`src/hdl/lkvc_pkg.sv`:
```
`timescale 1ns / 1ps
// Shared types and constants of the key-value cache with recency ordering.
// No dependencies; used by the storage cells and by the top level.
package lkvc_pkg;

  localparam int DATA_W  = 32;
  localparam int CFG_W   = 5;
  localparam int ADDR_W  = 3;
  localparam int PDATA_W = 32;

  localparam logic [CFG_W-1:0] CAP_RESET = 5'd16;

  localparam logic CMD_GET = 1'b0;
  localparam logic CMD_PUT = 1'b1;

  // Register index, taken from the word address bit of paddr.
  localparam logic REG_CAPACITY = 1'b0;

  typedef enum logic [1:0] {
    S_IDLE,
    S_CMP,
    S_SEL,
    S_UPD
  } state_t;

  typedef enum logic [1:0] {
    OP_NONE,
    OP_HIT,
    OP_EVICT,
    OP_INSERT
  } op_t;

  typedef struct packed {
    logic              valid;
    logic [DATA_W-1:0] key;
    logic [DATA_W-1:0] data;
  } entry_t;

  typedef struct packed {
    logic match;
    logic tail;
  } cell_stat_t;

endpackage

```
`src/hdl/lkvc_cell.sv`:
```
`timescale 1ns / 1ps
// One storage cell of the recency-ordered row: holds a single entry and
// loads its left neighbour's entry on a shift. Depends on lkvc_pkg.
module lkvc_cell (
  input  logic                             clk,
  input  logic                             rst,
  input  logic                             shift_en,
  input  lkvc_pkg::entry_t                 left,
  input  logic                             right_valid,
  input  logic [lkvc_pkg::DATA_W-1:0]      req_key,
  output lkvc_pkg::entry_t                 cur,
  output lkvc_pkg::cell_stat_t             stat
);
  import lkvc_pkg::*;

  logic              valid;
  logic [DATA_W-1:0] key;
  logic [DATA_W-1:0] data;

  always_ff @(posedge clk) begin
    if (rst) begin
      valid <= 1'b0;
    end else if (shift_en) begin
      valid <= left.valid;
    end
  end

  always_ff @(posedge clk) begin
    if (shift_en) begin
      key  <= left.key;
      data <= left.data;
    end
  end

  // The last valid cell of the row holds the least recent entry.
  always_ff @(posedge clk) begin
    stat.match <= valid && (key == req_key);
    stat.tail  <= valid && !right_valid;
  end

  assign cur = '{valid: valid, key: key, data: data};

endmodule

```
`src/hdl/lru_key_value_cache.sv`:
```
`timescale 1ns / 1ps
// Key-value cache with least-recently-used replacement, built as a row of cells
// kept in recency order (most recent in cell 0). Depends on lkvc_pkg, lkvc_cell.
// An input beat is registered, then handled in the compare, select and update states;
// the result is registered. One item is in flight at a time (compare, select, shift the cell row).
// A stalled result delays the shift; the next beat is taken once the shift is done.
// Reset clears every valid bit and the fill count and sets the capacity to 16.
module lru_key_value_cache #(
  parameter int ENTRIES = 16
) (
  input  logic                            clk,
  input  logic                            rst,
  input  logic                            psel,
  input  logic                            penable,
  input  logic                            pwrite,
  input  logic [lkvc_pkg::ADDR_W-1:0]     paddr,
  input  logic [lkvc_pkg::PDATA_W-1:0]    pwdata,
  output logic [lkvc_pkg::PDATA_W-1:0]    prdata,
  output logic                            pready,
  input  logic                            in_valid,
  output logic                            in_stall,
  input  logic                            command,
  input  logic signed [31:0]              key,
  input  logic signed [31:0]              write_value,
  output logic                            out_valid,
  input  logic                            out_stall,
  output logic                            found,
  output logic signed [31:0]              read_value,
  output logic                            evicted,
  output logic signed [31:0]              evicted_key
);
  import lkvc_pkg::*;

  localparam int IW = (ENTRIES > 1) ? $clog2(ENTRIES) : 1;
  localparam int CW = $clog2(ENTRIES + 1);
  localparam int W  = (CW > CFG_W) ? CW : CFG_W;

  // Configuration.
  logic [CFG_W-1:0] capacity;
  logic [W-1:0]     cap_w;
  logic [W-1:0]     cap_eff;

  assign pready = 1'b1;

  always_ff @(posedge clk) begin
    if (rst) begin
      capacity <= CAP_RESET;
    end else if (psel && penable && pwrite && (paddr[2] == REG_CAPACITY)) begin
      capacity <= pwdata[CFG_W-1:0];
    end
  end

  always_comb begin
    prdata = '0;
    if (paddr[2] == REG_CAPACITY) begin
      prdata = {{(PDATA_W-CFG_W){1'b0}}, capacity};
    end
  end

  always_comb begin
    cap_w = W'(capacity);
    priority if (cap_w == '0) begin
      cap_eff = W'(1);
    end else if (cap_w > W'(ENTRIES)) begin
      cap_eff = W'(ENTRIES);
    end else begin
      cap_eff = cap_w;
    end
  end

  // Control.
  state_t state, state_next;
  logic   upd_go;

  always_ff @(posedge clk) begin
    if (rst) begin
      state <= S_IDLE;
    end else begin
      state <= state_next;
    end
  end

  always_comb begin
    state_next = state;
    in_stall   = 1'b1;
    upd_go     = 1'b0;
    unique case (state)
      S_IDLE: begin
        in_stall = 1'b0;
        if (in_valid) begin
          state_next = S_CMP;
        end
      end
      S_CMP: begin
        state_next = S_SEL;
      end
      S_SEL: begin
        state_next = S_UPD;
      end
      S_UPD: begin
        if (!out_valid || !out_stall) begin
          upd_go     = 1'b1;
          state_next = S_IDLE;
        end
      end
      default: begin
        state_next = S_IDLE;
      end
    endcase
  end

  // Request registers.
  logic              req_cmd;
  logic [DATA_W-1:0] req_key;
  logic [DATA_W-1:0] req_val;

  always_ff @(posedge clk) begin
    if (state == S_IDLE && in_valid) begin
      req_cmd <= command;
      req_key <= key;
      req_val <= write_value;
    end
  end

  // Cell row.
  entry_t          cells [ENTRIES];
  cell_stat_t      stats [ENTRIES];
  logic [ENTRIES-1:0] valid_vec;
  logic [ENTRIES-1:0] shift_vec;
  entry_t          new_entry;
  op_t             op;
  logic [IW-1:0]   pos;
  logic [DATA_W-1:0] hit_data;
  logic [DATA_W-1:0] tail_key;
  logic [CW-1:0]   count;

  assign new_entry = '{valid: 1'b1, key: req_key,
                       data: (op == OP_HIT && req_cmd == CMD_GET) ? hit_data : req_val};

  for (genvar i = 0; i < ENTRIES; i++) begin : g_cell
    entry_t left;
    logic   right_valid;

    if (i == 0) begin : g_first
      assign left = new_entry;
    end else begin : g_rest
      assign left = cells[i-1];
    end

    if (i == ENTRIES - 1) begin : g_last
      assign right_valid = 1'b0;
    end else begin : g_inner
      assign right_valid = cells[i+1].valid;
    end

    assign shift_vec[i] = upd_go && (op != OP_NONE) && (IW'(i) <= pos);
    assign valid_vec[i] = cells[i].valid;

    lkvc_cell u_cell (
      .clk         (clk),
      .rst         (rst),
      .shift_en    (shift_vec[i]),
      .left        (left),
      .right_valid (right_valid),
      .req_key     (req_key),
      .cur         (cells[i]),
      .stat        (stats[i])
    );
  end

  // Selection over the row.
  logic              sel_hit;
  logic [IW-1:0]     sel_pos;
  logic [DATA_W-1:0] sel_data;
  logic [DATA_W-1:0] sel_tail;
  logic              full;
  logic [ENTRIES-1:0] match_vec;

  always_comb begin
    sel_hit  = 1'b0;
    sel_pos  = '0;
    sel_data = '0;
    sel_tail = '0;
    for (int i = 0; i < ENTRIES; i++) begin
      match_vec[i] = stats[i].match;
      sel_hit  = sel_hit | stats[i].match;
      sel_pos  = sel_pos | (stats[i].match ? IW'(i) : '0);
      sel_data = sel_data | (stats[i].match ? cells[i].data : '0);
      sel_tail = sel_tail | (stats[i].tail ? cells[i].key : '0);
    end
  end

  assign full = W'(count) >= cap_eff;

  always_ff @(posedge clk) begin
    if (state == S_SEL) begin
      hit_data <= sel_data;
      tail_key <= sel_tail;
      priority if (sel_hit) begin
        op  <= OP_HIT;
        pos <= sel_pos;
      end else if (req_cmd == CMD_GET) begin
        op  <= OP_NONE;
        pos <= '0;
      end else if (full) begin
        op  <= OP_EVICT;
        pos <= IW'(count - CW'(1));
      end else begin
        op  <= OP_INSERT;
        pos <= IW'(count);
      end
    end
  end

  always_ff @(posedge clk) begin
    if (rst) begin
      count <= '0;
    end else if (upd_go && op == OP_INSERT) begin
      count <= count + CW'(1);
    end
  end

  // Result register.
  always_ff @(posedge clk) begin
    if (rst) begin
      out_valid <= 1'b0;
    end else if (upd_go) begin
      out_valid <= 1'b1;
    end else if (!out_stall) begin
      out_valid <= 1'b0;
    end
  end

  always_ff @(posedge clk) begin
    if (upd_go) begin
      found       <= (op == OP_HIT);
      read_value  <= (op == OP_HIT && req_cmd == CMD_GET) ? hit_data : '0;
      evicted     <= (op == OP_EVICT);
      evicted_key <= (op == OP_EVICT) ? tail_key : '0;
    end
  end

  // Checks.
  a_single_match: assert property (@(posedge clk) disable iff (rst)
    state == S_SEL |-> $onehot0(match_vec))
    else $error("more than one cell matched the key");

  a_count_packed: assert property (@(posedge clk) disable iff (rst)
    $countones(valid_vec) == int'(count))
    else $error("fill count disagrees with the valid cells");

  a_row_packed: assert property (@(posedge clk) disable iff (rst)
    count != '0 |-> valid_vec[0])
    else $error("valid cells are not packed at the front of the row");

  a_result_from_update: assert property (@(posedge clk) disable iff (rst)
    $rose(out_valid) |-> $past(state) == S_UPD)
    else $error("result offered outside the update step");

endmodule

```
`config.mk`:
```
export PLATFORM = sky130hd
export DESIGN_NAME = lru_key_value_cache
export DESIGN_NICKNAME = d
export VERILOG_FILES = /design/src/hdl/lkvc_pkg.sv /design/src/hdl/lkvc_cell.sv /design/src/hdl/lru_key_value_cache.sv
export SDC_FILE = /design/constraint.sdc
export NUM_CORES = 1
export LEC_CHECK = 0
export BUFFER_PORTS_ARGS = -buffer_cell sky130_fd_sc_hd__buf_2
export CORE_ASPECT_RATIO = 0.9
export CORE_MARGIN = 2
export CORE_UTILIZATION = 45
export DETAILED_ROUTE_END_ITERATION = 6
export GPL_TIMING_DRIVEN = 0
export SLEW_MARGIN = 5
export SYNTH_ARGS = -nofsm -noshare
export SYNTH_HDL_FRONTEND = slang
export SYNTH_SLANG_ARGS = --single-unit
```
`constraint.sdc`:
```
create_clock -name clk -period 12 [get_ports clk]
set_clock_uncertainty 0.2 [all_clocks]
set_input_delay 2.4 -clock clk [delete_from_list [all_inputs] [get_ports clk]]
set_output_delay 2.4 -clock clk [all_outputs]
set_load 0.01 [all_outputs]
```
==> impl_metrics.json <==
{
  "status": "finished, violations left",
  "violations": "capacitance limit, slew limit",
  "die_h_um": 325,
  "worstReg2RegStart": "req_key[20]$_DFFE_PP_",
  "whs_path_depth": 0,
  "hold_path_class": "flop to flop",
  "period_share_pct": 44.8,
  "fmax_mhz": 186,
  "clkTransAtPathRegs_ps": 60,
  "htreeDepth": 4,
  "hold_path.startpoint": "req_key[9]$_DFFE_PP_",
  "layout_common_cells": "edfxtp_1, xnor2_1, a22o_1, a221oi_1, buf_2",
  "critPathMaxFanout": 6,
  "multi_input_area_um2": 12600,
  "ys.flop_type": "edfxtp_1",
  "ant_nets": 0,
  "holdPathEnd": "g_cell[0].u_cell.key[9]$_DFFE_PP_",
  "hold_ws_ps": 242,
  "synth.avg_cell_area_um2": 16.8,
  "reg2regPathDepth": 6,
  "min_period_ps": 5370,
  "via_per_inst": 6.86,
  "cts_made_buffers": 137,
  "grtUsageTotal_pct": 38.2,
  "port_buffers": 149,
  "reg2reg_slack_ps": 7730,
  "seq_area_frac_synth_pct": 74.0,
  "post_cts_buffers": 0,
  "grt_pass1_vias": 32500,
  "critPathCaptureType": "primary output",
  "cp-start-kind": "input port",
  "path_class": "input port to primary output",
  "p_leak_nw": 19.2,
  "synth_cell_type_count": 44,
  "drv_slew": 88,
  "netlist_instances": 3059,
  "routabilityCongestion": 1.08,
  "die_area_um2": 117000,
  "layout-drive-gt1-share_pct": 16.3,
  "vias": 34600,
  "firstDrtPassIters": 6,
  "drc": 0,
  "fillerInstances": 9146,
  "utilization_pct": 53.1,
  "synthToLayoutAreaGrowth_pct": 17.0,
  "grt_remaining_overflow": 0,
  "register_area_um2": 38000,
  "drv_cap": 9,
  "pwr_density_cell_nw_per_um2": 193,
  "synth_seq_cells": 1286,
  "cts_resized": 0,
  "grt_setup_unrepaired": "no",
  "final_common_cell": "edfxtp_1",
  "r2r-end": "g_cell[10].u_cell.stat[1]$_DFF_P_",
  "synth.top_cell.area_share_pct": 71.6,
  "total_power_mw": 11.6,
  "detail_route.iter0.violations": 6733,
  "clk_latency_ps": 770,
  "finalSetupViolations": 0,
  "die_w_um": 360,
  "grt_max_degree": 48,
  "synthTopCellsByArea": "edfxtp_1, xnor2_1, a221oi_1",
  "async_flop_share_pct": 0,
  "hold_violations": 0,
  "tritoncts": "done",
  "synth_area_leader_cell": "edfxtp_1",
  "required_ps": 9400,
  "fin_nets": 3556,
  "grt_pass1_wl_mm": 299,
  "postCtsHoldBufs": 0,
  "antenna_found_initial": 26,
  "hpwl_mm": 160,
  "slew_headroom_pct": -7.09,
  "worst_slew_pin_slew_ps": 1610,
  "final_cells": 5035,
  "syn-cell-area_um2": 51400,
  "rows": 117,
  "routedWlPerCell_um": 44.9,
  "cts_root_buf": "clkbuf_16",
  "synth_edf_count": 1225,
  "wl_mm": 226,
  "core_region_area_um2": 113000,
  "clkSinkCount": 1286,
  "placedCellCount": 4785,
  "yosysWarningCount": 0,
  "crit_arrival_ps": 2770,
  "pin_count": 208,
  "ctsLongestPathBuffers": 3,
  "initial_utilization_pct": 45.4,
  "ir_drop_mv": 0.181
}
[cell type report]
cell class / instances / share of cell area (%)
Antenna cell: 5 / 0.0208
Clock buffer: 172 / 6.07
Timing Repair Buffer: 214 / 3.68
Clock inverter: 72 / 1.20
Inverter: 12 / 0.108
Sequential cell: 1286 / 63.2
Multi-Input combinational cell: 1567 / 20.9
Buffer: 220 / 1.72
Tap cell: 1487 / 3.09
[critical path: stages]
cell	delay [ps]
buf_2	130
nor2b_1	110
buf_2	130
[kinds of logic (layout without fill, tap and decap cells)]
group                      after synthesis  count (layout)  synth area share [%]
muxes                                   46              46                 0.974
other                                    2              33                0.0146
buffers and inverters                  232             690                  2.04
AOI/OAI and AO/OA                      546             546                  9.10
DFF                                   1286            1286                  74.0
xor gates and xnor gates               517             517                  8.81
adders and majority gates               11              11                 0.268
and+or+nand+nor                        419             419                  4.83
[power by group]
part	switching, mW	internal (mW)	leakage [nW]	total [mW]
combinational	1.30	0.489	5.50	1.79
clock	1.88	2.39	2.14	4.27
sequential	0.207	5.33	11.6	5.53
[worst max path at each step]
stage | endpoint | startpoint | slack (ps)
finish | prdata[3] | paddr[2] | 6630
global placement | g_cell[3].u_cell.valid$_SDFFE_PP0P_ | out_stall | -7320
global route | prdata[3] | paddr[2] | 6570
CTS | prdata[3] | paddr[2] | 6630
floorplan | g_cell[3].u_cell.valid$_SDFFE_PP0P_ | out_stall | 1820
detailed placement | g_cell[14].u_cell.key[29]$_DFFE_PP_ | out_stall | 6000
[registers in the layout, indices dropped and copies added, names as in the netlist]
| name | flops |
|---|---|
| g_cell.u_cell.data | 512 |
| g_cell.u_cell.key | 512 |
| evicted_key | 32 |
| g_cell.u_cell.stat | 32 |
| hit_data | 32 |
| read_value | 32 |
| req_key | 32 |
| req_val | 32 |
| tail_key | 32 |
| g_cell.u_cell.valid | 16 |
| cap_w | 5 |
| count | 5 |
| pos | 4 |
| op | 2 |
| state | 2 |
| evicted | 1 |
| found | 1 |
| out_valid | 1 |
| req_cmd | 1 |
[metal layers]
layer	GRT usage, %	wire length (µm)	vias to the layer above
met2	50.6	90000	3226
met4	11.1	7260	18
li1	-	-	13000
met1	56.7	92700	17900
met3	16.0	36100	451
met5	0	153	-
[per-stage QoR]
stage,TNS (ps),worst slack (ps),instance area (µm²)
after global placement,-5806590,-7320,54100
after global routing,0,6570,60100
after detailed placement,0,6000,55700
after CTS,0,6630,60100
after floorplan,0,1820,51500
final,0,6630,60100
[synthesized netlist by cell type, types with 6 or more instances]
library cell  count
nor3_1            6
buf_1             6
mux2i_1          14
o21ai_0          10
xnor2_1         450
a221oi_1        256
nand4_1         182
nand2_1          20
nor2_1           36
xor2_1           67
inv_1            12
and2_1           65
ha_1             11
buf_2            55
a22o_1          256
a21oi_1          16
nor2b_1          23
nand3_1          20
buf_4            28
edfxtp_1       1225
dfxtp_1          61
nor4_1           53
clkbuf_1        129
mux2_2           32
(Power assumes the default switching activity.)
